**config.mk**
```make
export PLATFORM = sky130hd
export DESIGN_NAME = srkx_index
export DESIGN_NICKNAME = d
export VERILOG_FILES = /design/src/sv/srkx_pkg.sv /design/src/sv/srkx_index.sv
export SDC_FILE = /design/constraint.sdc
export NUM_CORES = 1
export LEC_CHECK = 0
export BUFFER_PORTS_ARGS = -buffer_cell sky130_fd_sc_hd__clkbuf_2
export CAP_MARGIN = 40
export CORE_ASPECT_RATIO = 1.2
export CORE_MARGIN = 4
export CORE_UTILIZATION = 61
export DETAILED_ROUTE_END_ITERATION = 16
export PLACE_DENSITY_LB_ADDON = 0.15
export SYNTH_ARGS = -nofsm -noshare
export SYNTH_HDL_FRONTEND = slang
export SYNTH_SLANG_ARGS = --single-unit
```
**constraint.sdc**
```tcl
create_clock -name clk_i -period 4.04 [get_ports clk_i]
set_input_delay 0.404 -clock clk_i [delete_from_list [all_inputs] [get_ports clk_i]]
set_output_delay 0.404 -clock clk_i [all_outputs]
set_load 0.02 [all_outputs]
```
**src/sv/srkx_pkg.sv**
```systemverilog
package srkx_pkg;

  localparam int MAX_KEY_WORDS_DEF = 256;

  localparam int WORD_W      = 32;
  localparam int SLOT_W      = 8;
  localparam int KEY_LEN_W   = 9;
  localparam int PLAIN_W     = 10;
  localparam int CFG_IDX_W   = 1;
  localparam int CFG_DATA_W  = 10;
  localparam int IN_TDATA_W  = 40;
  localparam int OUT_TDATA_W = 40;

  localparam logic [CFG_IDX_W-1:0] REG_KEY_LENGTH  = 1'b0;
  localparam logic [CFG_IDX_W-1:0] REG_PLAIN_WORDS = 1'b1;

  localparam logic [KEY_LEN_W-1:0] KEY_LEN_MIN   = 9'd5;
  localparam logic [KEY_LEN_W-1:0] KEY_LEN_MAX   = 9'd256;
  localparam logic [KEY_LEN_W-1:0] KEY_LEN_RESET = 9'd130;
  localparam logic [PLAIN_W-1:0]   PLAIN_RESET   = 10'd256;

  // Position verdict for one data word
  typedef struct packed {
    logic              encrypt;
    logic [SLOT_W-1:0] slot;
  } srkx_pos_t;

  function automatic logic [KEY_LEN_W-1:0] eff_len(logic [KEY_LEN_W-1:0] k);
    logic [KEY_LEN_W-1:0] r;
    r = k;
    if (k < KEY_LEN_MIN) r = KEY_LEN_MIN;
    else if (k > KEY_LEN_MAX) r = KEY_LEN_MAX;
    return r;
  endfunction

endpackage

```
**src/sv/srkx_index.sv**
```systemverilog
module srkx_index import srkx_pkg::*; (
  input  logic                  clk_i,
  input  logic                  rst_ni,
  input  logic                  cfg_we_i,
  input  logic [CFG_IDX_W-1:0]  cfg_idx_i,
  input  logic [CFG_DATA_W-1:0] cfg_data_i,
  input  logic                  item_i,
  input  logic                  last_i,
  output logic                  busy_o,
  output srkx_pos_t             pos_o
);

  logic [KEY_LEN_W-1:0] kl_q, kl_d;
  logic [PLAIN_W-1:0]   plain_words_q, plain_words_d;
  logic [PLAIN_W-1:0]   plain_cnt_q, plain_cnt_d;
  logic [SLOT_W-1:0]    rem_q, rem_d;
  logic [SLOT_W-1:0]    quo_q, quo_d;
  // Position as last stored by an encrypted word, before any length reduction
  logic [SLOT_W-1:0]    raw_rem_q, raw_rem_d;
  logic [SLOT_W-1:0]    raw_quo_q, raw_quo_d;

  logic                 red_busy_q, red_busy_d;
  logic [2:0]           red_cnt_q, red_cnt_d;
  logic [SLOT_W-1:0]    src_r_q, src_r_d, src_q_q, src_q_d;
  logic [SLOT_W-1:0]    acc_r_q, acc_r_d, acc_q_q, acc_q_d;

  logic                 kl_wr;
  logic [KEY_LEN_W-1:0] tr, tq, sum, step_r;
  logic [SLOT_W-1:0]    res_r, res_q;
  logic                 is_plain;
  logic [SLOT_W-1:0]    idx;
  logic [KEY_LEN_W-1:0] q_inc;

  assign kl_wr = cfg_we_i && (cfg_idx_i == REG_KEY_LENGTH);

  // One restoring step per cycle on both remainder and quotient
  always_comb begin
    tr    = {acc_r_q, src_r_q[SLOT_W-1]};
    tq    = {acc_q_q, src_q_q[SLOT_W-1]};
    res_r = (tr >= kl_q) ? SLOT_W'(tr - kl_q) : SLOT_W'(tr);
    res_q = (tq >= kl_q) ? SLOT_W'(tq - kl_q) : SLOT_W'(tq);
  end

  assign is_plain = plain_cnt_q < plain_words_q;

  always_comb begin
    sum   = {1'b0, rem_q} + {1'b0, quo_q};
    idx   = (sum >= kl_q) ? SLOT_W'(sum - kl_q) : SLOT_W'(sum);
    step_r = {1'b0, rem_q} + KEY_LEN_W'(4);
    q_inc = {1'b0, quo_q} + KEY_LEN_W'(1);
  end

  always_comb begin
    kl_d          = kl_q;
    plain_words_d = plain_words_q;
    if (cfg_we_i) begin
      unique case (cfg_idx_i)
        REG_KEY_LENGTH:  kl_d = eff_len(cfg_data_i[KEY_LEN_W-1:0]);
        REG_PLAIN_WORDS: plain_words_d = cfg_data_i[PLAIN_W-1:0];
        default: ;
      endcase
    end
  end

  always_comb begin
    plain_cnt_d = plain_cnt_q;
    rem_d       = rem_q;
    quo_d       = quo_q;
    raw_rem_d   = raw_rem_q;
    raw_quo_d   = raw_quo_q;
    red_busy_d  = red_busy_q;
    red_cnt_d   = red_cnt_q;
    src_r_d     = src_r_q;
    src_q_d     = src_q_q;
    acc_r_d     = acc_r_q;
    acc_q_d     = acc_q_q;
    if (kl_wr) begin
      // Restart from the stored position on every length write
      red_busy_d = 1'b1;
      red_cnt_d  = '0;
      src_r_d    = raw_rem_q;
      src_q_d    = raw_quo_q;
      acc_r_d    = '0;
      acc_q_d    = '0;
    end else if (red_busy_q) begin
      src_r_d   = src_r_q << 1;
      src_q_d   = src_q_q << 1;
      acc_r_d   = res_r;
      acc_q_d   = res_q;
      red_cnt_d = red_cnt_q + 3'd1;
      if (red_cnt_q == 3'd7) begin
        red_busy_d = 1'b0;
        rem_d      = res_r;
        quo_d      = res_q;
      end
    end else if (item_i) begin
      if (is_plain) begin
        plain_cnt_d = plain_cnt_q + PLAIN_W'(1);
      end else begin
        if (step_r >= kl_q) begin
          rem_d = SLOT_W'(step_r - kl_q);
          quo_d = (q_inc == kl_q) ? '0 : SLOT_W'(q_inc);
        end else begin
          rem_d = SLOT_W'(step_r);
        end
        raw_rem_d = rem_d;
        raw_quo_d = quo_d;
      end
      if (last_i) begin
        plain_cnt_d = '0;
        rem_d       = '0;
        quo_d       = '0;
        raw_rem_d   = '0;
        raw_quo_d   = '0;
      end
    end
  end

  always_ff @(posedge clk_i or negedge rst_ni) begin
    if (!rst_ni) begin
      kl_q          <= KEY_LEN_RESET;
      plain_words_q <= PLAIN_RESET;
      plain_cnt_q   <= '0;
      rem_q         <= '0;
      quo_q         <= '0;
      raw_rem_q     <= '0;
      raw_quo_q     <= '0;
      red_busy_q    <= 1'b0;
      red_cnt_q     <= '0;
    end else begin
      kl_q          <= kl_d;
      plain_words_q <= plain_words_d;
      plain_cnt_q   <= plain_cnt_d;
      rem_q         <= rem_d;
      quo_q         <= quo_d;
      raw_rem_q     <= raw_rem_d;
      raw_quo_q     <= raw_quo_d;
      red_busy_q    <= red_busy_d;
      red_cnt_q     <= red_cnt_d;
    end
  end

  always_ff @(posedge clk_i) begin
    src_r_q <= src_r_d;
    src_q_q <= src_q_d;
    acc_r_q <= acc_r_d;
    acc_q_q <= acc_q_d;
  end

  assign busy_o        = red_busy_q;
  assign pos_o.encrypt = !is_plain;
  assign pos_o.slot    = is_plain ? '0 : idx;

endmodule

```
# [Word-level counts from Yosys, hierarchy flattened]
# Cells that the tools add are included.
# W data, S select, Z words.
[totals] input_bits=16 register_bits=97
[op_classes] reduce_logical=10 n_eq_ne=5 mux=30 addsub=9 order_cmp=7 bitwise_logic=3
[op_table] op="$mux W8" count=21
[op_table] op="$ge A9 B9 Y1" count=4
[op_table] op="$sub A8 B8 Y8" count=4
[op_table] op="$mux W10" count=2
[op_table] op="$mux W9" count=2
[op_table] op="$reduce_and A4 Y1" count=3
[op_table] op="$add A10 B1 Y10 const B" count=1
[op_table] op="$lt A10 B10 Y1" count=1
[op_table] op="$add A8 B1 Y9 const B" count=1
[op_table] op="$add A8 B3 Y9 const B" count=1
[op_table] op="$add A8 B8 Y9" count=1
[op_table] op="$eq A9 B9 Y1" count=1
[op_table] op="$gt A9 B9 Y1 const B" count=1
[op_table] op="$lt A9 B3 Y1 const B" count=1
[op_table] op="$mux W3" count=2
[op_table] op="$reduce_bool A2 Y1" count=3
[op_table] op="$reduce_and A2 Y1" count=2
[op_table] op="$add A3 B1 Y3 const B" count=1
[op_table] op="$eq A3 B3 Y1 const B" count=1
[op_table] op="$mux W1" count=3
[op_table] op="$ne A3 B3 Y1 const B" count=1
[op_table] op="$not A1 Y1" count=3
[op_table] op="$ne A2 B1 Y1 const B" count=1
[op_table] op="$ne A2 B2 Y1 const B" count=1
[op_table] op="other kinds (2)" count=2

# [Depth between registers and ports, before layout]
[depth] word_depth=8 ltp_mapped=15 ltp_nobuf=14

# [Worst setup path after synthesis]
# Ideal clock, no wire load.
[synth_timing] path_type="register to output" from="register rem_q[0]" to="output port pos_o[0] (netlist bit)" t_arrival_ns=3.500 slack_ns=0.136 path_stages_with_launch=15 path_cell_list="dfrtp_1 ha_1 fa_1 a21o_1 a21oi_1 o21bai_1 a21oi_1 xnor2_1 ha_1 or3_1 o21ai_0 a21oi_1 a21o_1 buf_2 a211oi_1"
[synth_lines] element="start: declaration" line_no="srkx_index.sv:16" source="logic [SLOT_W-1:0] rem_q, rem_d;"
[synth_lines] element="start signal: assignment" line_no="srkx_index.sv:134" source="rem_q <= rem_d;"
[synth_lines] element="end: declaration" line_no="srkx_index.sv:10" source="output srkx_pos_t pos_o"

==> results.toml <==
[drt]
wl_per_cell_um = 19.3
drc = 0
drtAntennaViolNets = 0
drtPass1Iterations = 5
viasPerCell = 6.36
vias = 5944
drtIter0Drc = 386
routed_wl_mm = 18.1

[clocking]
clkTransAtPathRegs_ns = 0.07
cts_tree = "yes"
clkLatencyLatePin_ns = 0.35
htreeDepth = 3
root_buffer = "clkbuf_16"
cts_buffers = 9
cts.sinks = 97
clk_path_buf_depth = 2

[timing]
drv_slew = 0
slew_headroom_pct = 45.1
period_share_pct = 100
setup_ws_ns = -0.0138
fmax_ghz = 0.247
hold_viol_final = 0
finalSetupViolCount = 2
worstMarginPinSlew_ns = 0.818
min_period_ns = 4.05
hold_ws_ns = 0.118
rsz0062_at_grt = "true"
finalClockSkew_ns = 0.0103

[global_route]
grt_antenna_before_repair = 0
grt_util_all_layers_pct = 29.0
grt_pass1_vias = 5748
grt_pass1_wl_mm = 29.3
grt_max_degree = 42
grt_overflow_total = 0

[synth]
synth-seq-cells = 97
synth_edf_count = 16
synth_warnings = 0
syn_nets = 849
synth_cell_types = 67
synth_top_flop_cell = "dfrtp_1"
seq_area_frac_synth_pct = 35.9
synth_top_cell_by_area = "dfrtp_1"
netlist_area_mm2 = 0.00677
synthArstFlopShare_pct = 67.0
syn-instance-count = 770
postSynthAreaPerCell_um2 = 8.79
yosys.area.top_type_share_pct = 22.9
synthTopCellsByArea = "dfrtp_1, ha_1, edfxtp_1"

[run]
cap_violations = 0

[floorplan]
rows = 41
die_y_um = 123
ioPinCount = 26
dieArea_mm2 = 0.0128
initial_utilization_pct = 63.4
core_mm2 = 0.0107
die_w_um = 104

[finish]
final_cell_mix = "nand2_1, nor2_1, dfrtp_1, ha_1, o21ai_0"
instances_no_fill = 934
nets = 879
antenna-diode-count = 0
area_growth_pct = 10.5
drive_gt1_share_pct = 13.2
mostFrequentLayoutCell = "nand2_1"

[placed_design]
dp_hpwl_mm = 13.4
place.gp.congestion = 0.984
io_buffer_count = 25
placed_cells = 910

[worst_setup_path]
critical-path-top-delay-family = "compound AO/OA/AOI/OAI gates"
rr_endpoint = "rem_q[5]"
end_kind = "output pin"
timing.rr.start = "rem_q[2]"
crit_top_cell = "a21oi_2"
cp.depth = 15
path_cells = "ha_2 -> fa_2 -> a21o_1 -> a21oi_2 -> o21bai_1 -> a21oi_2 -> xnor2_2 -> ha_1 -> or3_1 -> o21ai_1 -> a21oi_2 -> a21o_4 -> mux2i_1 -> nor2_1 -> buf_4"
crit_end = "pos_o[4]"
arrival_ns = 3.65
worstPathRequired_ns = 3.64
setup.worst_path.start = "quo_q[0]"
critPathMaxFanout = 5
start_kind = "register"
crit_type = "register to output pin"
critPathBufInv = 1
ff2ff_path_depth = 14
slowest_stage = "dfrtp_1"
r2r_slack_ns = 0.39
slowest_delay_ns = 0.38

[power]
p_per_area_mw_per_mm2 = 850
leakagePower_nw = 3.43
finalPower_w = 0.00636
peakVddDrop_mv = 0.734

[outcome]
outcome = "complete, but fails checks"
violations = "setup timing"

[min_path]
hold_path.class = "input port to async pin"
cell type report:
type | count | area [µm²]
Clock buffer | 9 | 225
Clock inverter | 7 | 72.6
Fill cell | 855 | 3200
Inverter | 34 | 128
Multi-Input combinational cell | 610 | 4140
Sequential cell | 97 | 2430
Tap cell | 129 | 161
Timing Repair Buffer | 48 | 318
cells by family (layout without fill, tap and decap cells):
kind of cell | after synthesis | in the layout | synth area share (%)
xor+xnor | 41 | 41 | 5.31
simple gates | 283 | 283 | 19.0
buf+inv | 64 | 98 | 3.99
compound gates | 194 | 195 | 19.2
flops | 97 | 97 | 35.9
mux | 28 | 28 | 4.36
fa+ha+maj | 63 | 63 | 12.2
state kept, by name (all words and copies together) (netlist names):
register	count
quo_q	8
red_cnt_q	3
src_r_q	8
raw_quo_q	8
plain_cnt_q	10
src_q_q	8
acc_r_q	8
raw_rem_q	8
kl_q	9
busy_o	1
rem_q	8
plain_words_q	10
acc_q_q	8
layer usage:
layer	global-route usage [%]	share of wire [%]	wire, µm	vias to the layer above
met5	0	0	0	-
met2	50.9	49	8760	220
li1	-	-	-	2802
met3	4.49	5.7	1020	63
met4	12.4	4.5	810	0
met1	35.9	41	7460	2859
where the power goes:
| group | total, W | switching, W | internal [W] |
|---|---|---|---|
| Combinational | 0.00395 | 0.00225 | 0.00170 |
| Sequential | 0.00157 | 0.000264 | 0.00131 |
| Clock | 0.000838 | 0.000402 | 0.000436 |
| Total | 0.00636 | 0.00291 | 0.00344 |
timing repair:
action,CTS,global route
endpoints found under the hold margin,0,0
gates cloned,1,0
resized for setup,8,24
hold buffers,0,0
buffers inserted,2,5
setup endpoints to repair,8,8
pin swaps,3,12
through the flow:
step	util [%]	area (µm²)	TNS, ns	setup slack (ns)
6_report	70.1	7470	-0.0143	-0.0138
5_1_grt	70.1	7470	-0.933	-0.143
3_3_place_gp	65.9	7030	0	0.139
4_1_cts	69.2	7390	0	0.00412
3_5_place_dp	65.9	7030	0	0.0894
2_1_floorplan	-	6770	0	0.136
worst min-delay path by stage:
| stage | start | slack, ns | endpoint | depth (start not counted) |
|---|---|---|---|---|
| global route | rst_ni | 0.17 | plain_cnt_q[5] | 1 |
| detailed placement | raw_rem_q[2] | 0.46 | raw_rem_q[2] | 2 |
| finish | rst_ni | 0.12 | plain_cnt_q[5] | 1 |
| global placement | raw_rem_q[0] | 0.46 | raw_rem_q[0] | 2 |
| CTS | rst_ni | 0.14 | plain_cnt_q[5] | 1 |
| floorplan | rst_ni | 0.11 | busy_o | 0 |
synth_stat cells (5+ instances only):
cell / instances
or3_1: 7
buf_2: 9
o31ai_1: 8
a21oi_1: 38
xor2_1: 15
a21o_1: 15
buf_1: 5
nand3b_1: 5
fa_1: 5
inv_1: 33
ha_1: 58
and2_1: 5
nor2b_1: 10
nor3_1: 18
o211ai_1: 10
clkbuf_1: 12
nand2b_1: 13
dfxtp_1: 16
o21ai_1: 5
mux2i_1: 16
nand3_1: 17
a221o_1: 5
a211oi_1: 10
dfrtp_1: 62
a22o_1: 6
edfxtp_1: 16
mux2_2: 12
xnor2_1: 26
o21a_1: 8
nand4_1: 6
o21ai_0: 49
nor2_1: 76
nand2_1: 112
o22ai_1: 5
Note: power is estimated with default switching activity, not from simulation.
